[src/rtl/u16u8_pkg.sv]
// ----------------------------------------------------------------------------
// u16u8_pkg
// Shared types and constants of the UTF-16 to UTF-8 encoder: the byte-run
// job that travels from the classifier to the serialiser, and the UTF-8
// lead and continuation markers.
// ----------------------------------------------------------------------------
package u16u8_pkg;

  // Most bytes one code unit can cause: a flushed surrogate plus a 3-byte form
  localparam int unsigned MaxBytes = 6;
  localparam int unsigned CntW     = 3;

  // Top six bits of a code unit that mark surrogates
  localparam logic [5:0] SurrHiTag = 6'b110110;
  localparam logic [5:0] SurrLoTag = 6'b110111;

  // UTF-8 markers
  localparam logic [7:0] Lead2 = 8'hC0;
  localparam logic [7:0] Lead3 = 8'hE0;
  localparam logic [7:0] Lead4 = 8'hF0;
  localparam logic [7:0] Cont  = 8'h80;

  // Offset added to a surrogate pair's payload to form the code point
  localparam logic [20:0] SuppBase = 21'h10000;

  typedef logic [7:0] utf8_byte_t;

  // One run of bytes caused by one code unit
  typedef struct packed {
    logic [MaxBytes-1:0][7:0] bytes;
    logic [CntW-1:0]          count;
  } job_t;

endpackage

[src/rtl/utf16_to_utf8_encoder.sv]
// ----------------------------------------------------------------------------
// utf16_to_utf8_encoder
// UTF-16 code units in, UTF-8 bytes out.
//
// Input channel: in_valid / in_stall carry one code unit (in_code_unit) per
// item, byte order already resolved. A zero unit ends the string and yields
// a zero byte. A high surrogate is held until the next unit; a following
// low surrogate forms a 4-byte sequence, anything else flushes the held
// unit as a 3-byte form first.
// Output channel: out_valid / out_stall carry one byte (out_byte) per item;
// out_last_of_run marks the final byte caused by one code unit.
// Throughput: one byte per cycle from the serialiser while the receiver
// does not stall; a unit yields 0 to 6 bytes (at most 4 for a lone unit).
// The classifier takes one unit per cycle while the job queue has room.
// Path: a taken unit is stored as a job in the queue, and its first byte
// is then loaded into the output register.
// Reset clears the held surrogate, the queue and the output valid flag.
// When the receiver stalls, the output byte holds, the queue fills and
// in_stall rises once QUEUE_DEPTH jobs are waiting.
// ----------------------------------------------------------------------------
module utf16_to_utf8_encoder #(
  parameter int unsigned QUEUE_DEPTH = 2
) (
  input  logic        clk,
  input  logic        rst_n,
  input  logic        in_valid,
  output logic        in_stall,
  input  logic [15:0] in_code_unit,
  output logic        out_valid,
  input  logic        out_stall,
  output logic [7:0]  out_byte,
  output logic        out_last_of_run
);

  logic            push_valid;
  u16u8_pkg::job_t push_job;
  logic            queue_full;
  logic            pop;
  u16u8_pkg::job_t head_job;
  logic            empty;

  // Classify units into byte runs
  u16u8_front u_front (
    .clk          (clk),
    .rst_n        (rst_n),
    .in_valid     (in_valid),
    .in_stall     (in_stall),
    .in_code_unit (in_code_unit),
    .push_valid   (push_valid),
    .push_job     (push_job),
    .queue_full   (queue_full)
  );

  // Decouple classifier from serialiser
  u16u8_queue #(
    .DEPTH (QUEUE_DEPTH)
  ) u_queue (
    .clk      (clk),
    .rst_n    (rst_n),
    .push     (push_valid),
    .push_job (push_job),
    .full     (queue_full),
    .pop      (pop),
    .head_job (head_job),
    .empty    (empty)
  );

  // Emit bytes one at a time
  u16u8_back u_back (
    .clk             (clk),
    .rst_n           (rst_n),
    .head_job        (head_job),
    .empty           (empty),
    .pop             (pop),
    .out_valid       (out_valid),
    .out_stall       (out_stall),
    .out_byte        (out_byte),
    .out_last_of_run (out_last_of_run)
  );

endmodule

[src/rtl/u16u8_front.sv]
// ----------------------------------------------------------------------------
// u16u8_front
// Accepts code units, tracks a held high surrogate and turns each unit into
// a run of up to six UTF-8 bytes for the queue.
// ----------------------------------------------------------------------------
module u16u8_front (
  input  logic               clk,
  input  logic               rst_n,
  input  logic               in_valid,
  output logic               in_stall,
  input  logic [15:0]        in_code_unit,
  output logic               push_valid,
  output u16u8_pkg::job_t    push_job,
  input  logic               queue_full
);

  logic        pend_r;
  logic        pend_nxt;
  logic [9:0]  held_r;
  logic [9:0]  held_nxt;

  logic        accept;
  logic        is_high;
  logic        is_low;
  logic        pair;
  logic        flush;
  logic [15:0] flush_unit;
  logic [20:0] code_point;
  logic [3:0][7:0] main_bytes;
  logic [2:0]  main_cnt;
  logic [2:0][7:0] flush_bytes;

  // Stall only while the queue has no room
  assign in_stall = queue_full;
  assign accept   = in_valid && !queue_full;

  assign is_high    = (in_code_unit[15:10] == u16u8_pkg::SurrHiTag);
  assign is_low     = (in_code_unit[15:10] == u16u8_pkg::SurrLoTag);
  assign pair       = pend_r && is_low;
  assign flush      = pend_r && !is_low;
  assign flush_unit = {u16u8_pkg::SurrHiTag, held_r};
  assign code_point = u16u8_pkg::SuppBase + {1'b0, held_r, in_code_unit[9:0]};

  // Three-byte form of the held high surrogate
  assign flush_bytes[0] = u16u8_pkg::Lead3 | {4'b0, flush_unit[15:12]};
  assign flush_bytes[1] = u16u8_pkg::Cont  | {2'b0, flush_unit[11:6]};
  assign flush_bytes[2] = u16u8_pkg::Cont  | {2'b0, flush_unit[5:0]};

  // Classify the unit and build its own bytes
  always_comb begin
    main_bytes = '0;
    main_cnt   = 3'd0;
    priority if (pair) begin
      main_bytes[0] = u16u8_pkg::Lead4 | {5'b0, code_point[20:18]};
      main_bytes[1] = u16u8_pkg::Cont  | {2'b0, code_point[17:12]};
      main_bytes[2] = u16u8_pkg::Cont  | {2'b0, code_point[11:6]};
      main_bytes[3] = u16u8_pkg::Cont  | {2'b0, code_point[5:0]};
      main_cnt      = 3'd4;
    end else if (in_code_unit[15:7] == 9'd0) begin
      // covers the terminator too: a zero byte
      main_bytes[0] = in_code_unit[7:0];
      main_cnt      = 3'd1;
    end else if (in_code_unit[15:11] == 5'd0) begin
      main_bytes[0] = u16u8_pkg::Lead2 | {3'b0, in_code_unit[10:6]};
      main_bytes[1] = u16u8_pkg::Cont  | {2'b0, in_code_unit[5:0]};
      main_cnt      = 3'd2;
    end else if (is_high) begin
      main_cnt      = 3'd0;
    end else begin
      main_bytes[0] = u16u8_pkg::Lead3 | {4'b0, in_code_unit[15:12]};
      main_bytes[1] = u16u8_pkg::Cont  | {2'b0, in_code_unit[11:6]};
      main_bytes[2] = u16u8_pkg::Cont  | {2'b0, in_code_unit[5:0]};
      main_cnt      = 3'd3;
    end
  end

  // Place the flushed bytes ahead of the unit's own; a pair never flushes,
  // so at most three own bytes follow a flush
  always_comb begin
    push_job = '0;
    if (flush) begin
      push_job.bytes[2:0] = flush_bytes;
      push_job.bytes[5:3] = main_bytes[2:0];
    end else begin
      push_job.bytes[3:0] = main_bytes;
    end
    push_job.count = flush ? (main_cnt + 3'd3) : main_cnt;
  end

  // Hold back a high surrogate that causes no bytes
  assign push_valid = accept && (push_job.count != 3'd0);

  // Surrogate tracking
  always_comb begin
    pend_nxt = pend_r;
    held_nxt = held_r;
    if (accept) begin
      pend_nxt = is_high;
      held_nxt = is_high ? in_code_unit[9:0] : 10'd0;
    end
  end

  always_ff @(posedge clk) begin
    if (!rst_n) begin
      pend_r <= 1'b0;
      held_r <= 10'd0;
    end else begin
      pend_r <= pend_nxt;
      held_r <= held_nxt;
    end
  end

endmodule

[src/rtl/u16u8_queue.sv]
// ----------------------------------------------------------------------------
// u16u8_queue
// Short first-in first-out queue of byte-run jobs between the classifier
// and the serialiser.
// ----------------------------------------------------------------------------
module u16u8_queue #(
  parameter int unsigned DEPTH = 2
) (
  input  logic            clk,
  input  logic            rst_n,
  input  logic            push,
  input  u16u8_pkg::job_t push_job,
  output logic            full,
  input  logic            pop,
  output u16u8_pkg::job_t head_job,
  output logic            empty
);

  localparam int unsigned PtrW = (DEPTH > 1) ? $clog2(DEPTH) : 1;
  localparam int unsigned CntW = $clog2(DEPTH + 1);

  u16u8_pkg::job_t store_r [DEPTH];
  logic [PtrW-1:0] wr_ptr_r;
  logic [PtrW-1:0] wr_ptr_nxt;
  logic [PtrW-1:0] rd_ptr_r;
  logic [PtrW-1:0] rd_ptr_nxt;
  logic [CntW-1:0] cnt_r;
  logic [CntW-1:0] cnt_nxt;
  logic            do_push;
  logic            do_pop;

  assign full     = (cnt_r == CntW'(DEPTH));
  assign empty    = (cnt_r == '0);
  assign head_job = store_r[rd_ptr_r];
  assign do_push  = push && !full;
  assign do_pop   = pop && !empty;

  // Advance pointers with wrap at the depth
  always_comb begin
    wr_ptr_nxt = wr_ptr_r;
    rd_ptr_nxt = rd_ptr_r;
    cnt_nxt    = cnt_r;
    if (do_push) begin
      wr_ptr_nxt = (wr_ptr_r == PtrW'(DEPTH - 1)) ? '0 : wr_ptr_r + 1'b1;
    end
    if (do_pop) begin
      rd_ptr_nxt = (rd_ptr_r == PtrW'(DEPTH - 1)) ? '0 : rd_ptr_r + 1'b1;
    end
    if (do_push && !do_pop) begin
      cnt_nxt = cnt_r + 1'b1;
    end else if (do_pop && !do_push) begin
      cnt_nxt = cnt_r - 1'b1;
    end
  end

  always_ff @(posedge clk) begin
    if (!rst_n) begin
      wr_ptr_r <= '0;
      rd_ptr_r <= '0;
      cnt_r    <= '0;
    end else begin
      wr_ptr_r <= wr_ptr_nxt;
      rd_ptr_r <= rd_ptr_nxt;
      cnt_r    <= cnt_nxt;
    end
  end

  // Store the job
  always_ff @(posedge clk) begin
    if (do_push) begin
      store_r[wr_ptr_r] <= push_job;
    end
  end

endmodule

[src/rtl/u16u8_back.sv]
// ----------------------------------------------------------------------------
// u16u8_back
// Serialises the head job of the queue one byte a cycle, while the receiver
// does not stall, into an output register, marking the final byte of each run.
// ----------------------------------------------------------------------------
module u16u8_back (
  input  logic            clk,
  input  logic            rst_n,
  input  u16u8_pkg::job_t head_job,
  input  logic            empty,
  output logic            pop,
  output logic            out_valid,
  input  logic            out_stall,
  output logic [7:0]      out_byte,
  output logic            out_last_of_run
);

  logic [2:0] idx_r;
  logic [2:0] idx_nxt;
  logic       valid_r;
  logic       valid_nxt;
  logic [7:0] byte_r;
  logic       last_r;
  logic       load;
  logic       is_last;

  // Load a new byte when the output register is free or being taken
  assign load    = !empty && (!valid_r || !out_stall);
  assign is_last = (idx_r == (head_job.count - 3'd1));
  assign pop     = load && is_last;

  always_comb begin
    idx_nxt   = idx_r;
    valid_nxt = valid_r;
    if (load) begin
      idx_nxt   = is_last ? 3'd0 : idx_r + 3'd1;
      valid_nxt = 1'b1;
    end else if (!out_stall) begin
      valid_nxt = 1'b0;
    end
  end

  always_ff @(posedge clk) begin
    if (!rst_n) begin
      idx_r   <= 3'd0;
      valid_r <= 1'b0;
    end else begin
      idx_r   <= idx_nxt;
      valid_r <= valid_nxt;
    end
  end

  // Output payload
  always_ff @(posedge clk) begin
    if (load) begin
      byte_r <= head_job.bytes[idx_r];
      last_r <= is_last;
    end
  end

  assign out_valid       = valid_r;
  assign out_byte        = byte_r;
  assign out_last_of_run = last_r;

endmodule
[config.mk]
export PLATFORM = sky130hd
export DESIGN_NAME = utf16_to_utf8_encoder
export DESIGN_NICKNAME = d
export VERILOG_FILES = /design/src/rtl/u16u8_pkg.sv /design/src/rtl/utf16_to_utf8_encoder.sv /design/src/rtl/u16u8_front.sv /design/src/rtl/u16u8_queue.sv /design/src/rtl/u16u8_back.sv
export SDC_FILE = /design/constraint.sdc
export NUM_CORES = 1
export LEC_CHECK = 0
export BUFFER_PORTS_ARGS = -buffer_cell sky130_fd_sc_hd__clkbuf_2
export CAP_MARGIN = 20
export CELL_PAD_IN_SITES_DETAIL_PLACEMENT = 1
export CELL_PAD_IN_SITES_GLOBAL_PLACEMENT = 2
export CORE_ASPECT_RATIO = 1.4
export CORE_MARGIN = 2
export CORE_UTILIZATION = 39
export DETAILED_ROUTE_END_ITERATION = 10
export PLACE_DENSITY = 0.85
export SLEW_MARGIN = 20
export SYNTH_ARGS = -nofsm -noshare
export SYNTH_HDL_FRONTEND = slang
export SYNTH_SLANG_ARGS = --single-unit
[constraint.sdc]
create_clock -name clk -period 4.1 [get_ports clk]
set_clock_uncertainty 0.15 [all_clocks]
set_input_delay 0 -clock clk [delete_from_list [all_inputs] [get_ports clk]]
set_output_delay 0 -clock clk [all_outputs]
set_load 0.01 [all_outputs]
==> results list <==
- Counting the buffers created by CTS gives 17.
- Synthesis inferred roughly 120 register bits.
* Arrival time of the worst setup path: roughly 3500 ps
- Actual transition at the worst max-transition pin: 862 ps
- The via count of the first global-routing pass came to 3,933.
* Asr flop ratio synth: 0%
* Via total after detailed routing: 3,647
- Overall die width: 105 µm
- The floorplan has between 50 and 60 rows.
- Placed wire-length estimate after detailed placement: between 9000 and 10,000 µm
- Initial core utilization: between 30% and 40%
- Synth Flop Type: sky130_fd_sc_hd__edfxtp_1
* Biggest fanout along the worst timing path: 47
- Final antenna-violating net count: 0
- Of the cells placed in the final design, the portion with a size suffix greater than 1 is 22.4%.
- In the final timing run, aggregate negative setup slack is 0 ps.
* Min Tclk post-route: 3610 ps
* Leakage Power: between 2 and 2.5 nW
- Unrepaired setup endpoints after global routing: false
* Count of endpoints failing setup in the final report: 0
- Type of the worst min-delay path: in -> reg
* Placeable core region: 13,900 µm²
- Critical path start-end classification: in -> reg
- Die area: 15,200 µm²
- Final period utilization: 88.1%
* Final Power: 0.00385 W
- PortBufs: 30
- Reg2Reg Setup Slack: 1250 ps
- Proportion of netlist area held by the largest area contributor: 56.0%
- Most area-consuming cells after synthesis: sky130_fd_sc_hd__edfxtp_1 (56%), sky130_fd_sc_hd__mux4_2 (8.6%), sky130_fd_sc_hd__dfxtp_1 (7.2%), sky130_fd_sc_hd__a21oi_1 (3.2%), sky130_fd_sc_hd__nand2_1 (3.0%)
* First-pass GRT wire length: roughly 21,000 µm
- Entering global routing, the biggest net connects 48 pins.
- Power Dens Cells: 576 nW/µm²
* Proportion of synthesized chip area in sequential cells: 63.2%
- Number of nets in the finished design: approximately 500
- Clock transition time at the flip-flop clock pins of the worst setup and hold paths: 50 ps
- A synthesized cell averages 13.3 µm².
* Count of distinct cell types in the synthesized netlist: between 40 and 50
- At the later pin of the worst-skew pair, clock insertion delay measures between 400 and 500 ps.
- DRC errors left: 0
- Number of cells produced by synthesis: about 420
- The worst register-to-register path begins at u_front.pend_r.
- Relative max-transition margin: 42.3%
- Endpoint of the lowest-slack register-to-register path: u_queue.store_r[0][5]
- Place WS: 849 ps
- Initial detailed-routing violation count: 184
* Depth of the most critical reg-to-reg path: 8
- The tree built by TritonCTS fans out to ~120 sinks.
* Routed Wire Length: 13,600 µm
- Required time of the worst setup path: 3990 ps
- Of all cell types, the one taking the most synthesized area is sky130_fd_sc_hd__edfxtp_1.
* Via-per-instance ratio: 5.46
- The cell area that synthesis handed to floorplanning was 5530 µm².
- Count of maximum capacitance violations: 0
- CTS tree: done
- Cell depth of the worst min-delay path: 4
- The H-tree generated during clock tree synthesis spans 4 levels.
- Sort of element at the start of the critical path: input port
- Once layout is done, the placed cells without fillers occupy 6680 µm².
- CTS max path bufs: 2
* I/O pin cnt: 31
- IR drop worst, VDD: ~0.00031 V
* Area added between synthesis and finish: 20.9%
- Once placement finished, the instance area stood at 5900 µm².
* Hold Path Origin: in_valid
* Result of the run: complete, no violations
- Leaving out fill and tap cells, the most frequent cell in the layout is sky130_fd_sc_hd__edfxtp_1.
- Before antenna repair, the detailed router went through 4 iterations.
- Placer Congestion: between 0.8 and 0.9
- Summed over all layers, the global routing overflow is 0.
* Global-route usage over all layers: 18.8%
- Counting every net in the synthesized netlist gives 440.
- Worst min-delay path endpoint: u_front.held_r[9]
* Final Max Tran Viols: 0
- Crit path setup slack, layout: 487 ps
- Final Hold Violating Endpoints: 0
- The floorplan step set the die height to 145 µm.
- Layout fillers: 1,474
- STA classifies the critical path endpoint as a flip-flop.
* Count of warnings emitted by yosys: 0
- Count of antenna diodes in the layout: 0
* Max Fclk: roughly 280 MHz
- Most used cells in the layout excluding fill and tap cells: sky130_fd_sc_hd__edfxtp_1 (103), sky130_fd_sc_hd__nand2_1 (44), sky130_fd_sc_hd__a21oi_1 (35), sky130_fd_sc_hd__clkbuf_2 (30), sky130_fd_sc_hd__nor2_1 (25)
- Avg WL per Cell: 20.3 µm
- Yosys mapped a number of flops with a built-in enable equal to 103.
- The number of antenna violations at the first check in global routing was 0.
- In this run the clock root is driven by a sky130_fd_sc_hd__clkbuf_16.
- Once the clock tree was built, the resizer swapped 0 gates to a different size.
cells in the mapped netlist (2+ instances only):
cell and n:
sky130_fd_sc_hd__a21oi_1 35, sky130_fd_sc_hd__a31o_2 6, sky130_fd_sc_hd__nand4b_1 2, sky130_fd_sc_hd__xor2_1 4, sky130_fd_sc_hd__edfxtp_1 103, sky130_fd_sc_hd__a31oi_1 2
sky130_fd_sc_hd__o31ai_1 4, sky130_fd_sc_hd__inv_1 10, sky130_fd_sc_hd__ha_1 5, sky130_fd_sc_hd__and3_1 9, sky130_fd_sc_hd__mux2i_1 16, sky130_fd_sc_hd__clkinv_1 2
sky130_fd_sc_hd__buf_2 5, sky130_fd_sc_hd__o22ai_1 12, sky130_fd_sc_hd__or4_4 2, sky130_fd_sc_hd__mux4_2 21, sky130_fd_sc_hd__nor3_1 7, sky130_fd_sc_hd__nor2_1 25
sky130_fd_sc_hd__a22oi_1 6, sky130_fd_sc_hd__xnor2_1 7, sky130_fd_sc_hd__or3_1 2, sky130_fd_sc_hd__nand4_1 3, sky130_fd_sc_hd__dfxtp_1 20, sky130_fd_sc_hd__clkbuf_1 16
sky130_fd_sc_hd__nand2_1 44, sky130_fd_sc_hd__nand2b_1 4, sky130_fd_sc_hd__and2_1 2, sky130_fd_sc_hd__nand3_1 17, sky130_fd_sc_hd__o21ai_0 9
flip-flops by register name (all words and copies together), names as in the netlist, named ones only:
signal and count:
u_queue.wr_ptr_r 1, u_queue.rd_ptr_r 1, u_front.pend_r 1, u_queue.cnt_r 2
u_back.out_valid 1, u_back.idx_r 3, u_back.out_last_of_run 1, u_queue.store_r 94
u_back.out_byte 8, u_front.held_r 10
how the worst max path moves through the flow:
| stage | startpoint | endpoint | slack (ps) | depth (start not counted) |
|---|---|---|---|---|
| final | in_code_unit[11] | u_queue.store_r[0][5] | 490 | 13 |
| after global placement | in_code_unit[10] | u_queue.store_r[0][37] | 930 | 10 |
| after CTS | in_code_unit[11] | u_queue.store_r[0][32] | 500 | 13 |
| after detailed placement | in_code_unit[10] | u_queue.store_r[0][36] | 850 | 10 |
| after floorplan | in_code_unit[10] | u_queue.store_r[0][0] | 490 | 9 |
| after global routing | in_code_unit[11] | u_queue.store_r[0][5] | 270 | 13 |
metal layers:
layer	up-vias	global-route usage, %	part of all wire [%]
met3	28	4.43	3.2
met5	-	0	0
met2	77	33.8	54
li1	1709	-	-
met1	1833	20.6	40
met4	0	10.3	2.8
cell families after synthesis:
group,count (synthesis),synth area share [%]
buffers and inverters,35,2.63
and+or+nand+nor,123,10.8
adders and majority gates,5,1.13
AOI/OAI and AO/OA,80,8.83
muxes,38,11.7
DFF,123,63.2
xor gates and xnor gates,11,1.74
critical path, cell delays in order:
cell                            delay (ps)
sky130_fd_sc_hd__dlygate4sd3_1         520
sky130_fd_sc_hd__clkbuf_2              170
sky130_fd_sc_hd__nand4b_1              160
sky130_fd_sc_hd__dlygate4sd3_1         600
sky130_fd_sc_hd__nor2_1                180
sky130_fd_sc_hd__buf_4                 260
sky130_fd_sc_hd__o22ai_2               160
sky130_fd_sc_hd__nand2_1               100
sky130_fd_sc_hd__ha_1                  240
sky130_fd_sc_hd__and3_1                180
sky130_fd_sc_hd__a21oi_1               230
sky130_fd_sc_hd__nor2b_4               190
sky130_fd_sc_hd__buf_4                 520
report_power, final:
part	leakage, nW	internal (W)	switching (W)
Combinational	0.917	0.000280	0.000399
Clock	0.290	0.000958	0.000556
Sequential	1.11	0.00160	0.0000612
Total	2.32	0.00283	0.00102
timing repair:
item / 4_1_cts / 5_1_grt
endpoints found under the hold margin: 67 / 0
setup buffers: 0 / 0
hold buffers: 18 / 0
final cells by class:
type                       instances  area [µm²]  area share (%)
clock buffer                      18         429            6.42
clock inverter                    14         173            2.58
inverter                          12        45.0           0.674
multi-input combinational        257        1900            28.4
sequential                       123        3490            52.3
tap                              185         231            3.46
timing repair buffer              59         413            6.18
through the flow:
| stage | hold slack [ps] | util [%] | cells |
|---|---|---|---|
| after global routing | 58.2 | 48.0 | 668 |
| final | 24.1 | 48.0 | 668 |
| after global placement | 98.1 | 42.4 | 618 |
| after CTS | 12.6 | 48.0 | 668 |
| after detailed placement | 104 | 42.4 | 618 |
| after floorplan | -5.34 | - | 415 |
(Power assumes the default switching activity.)
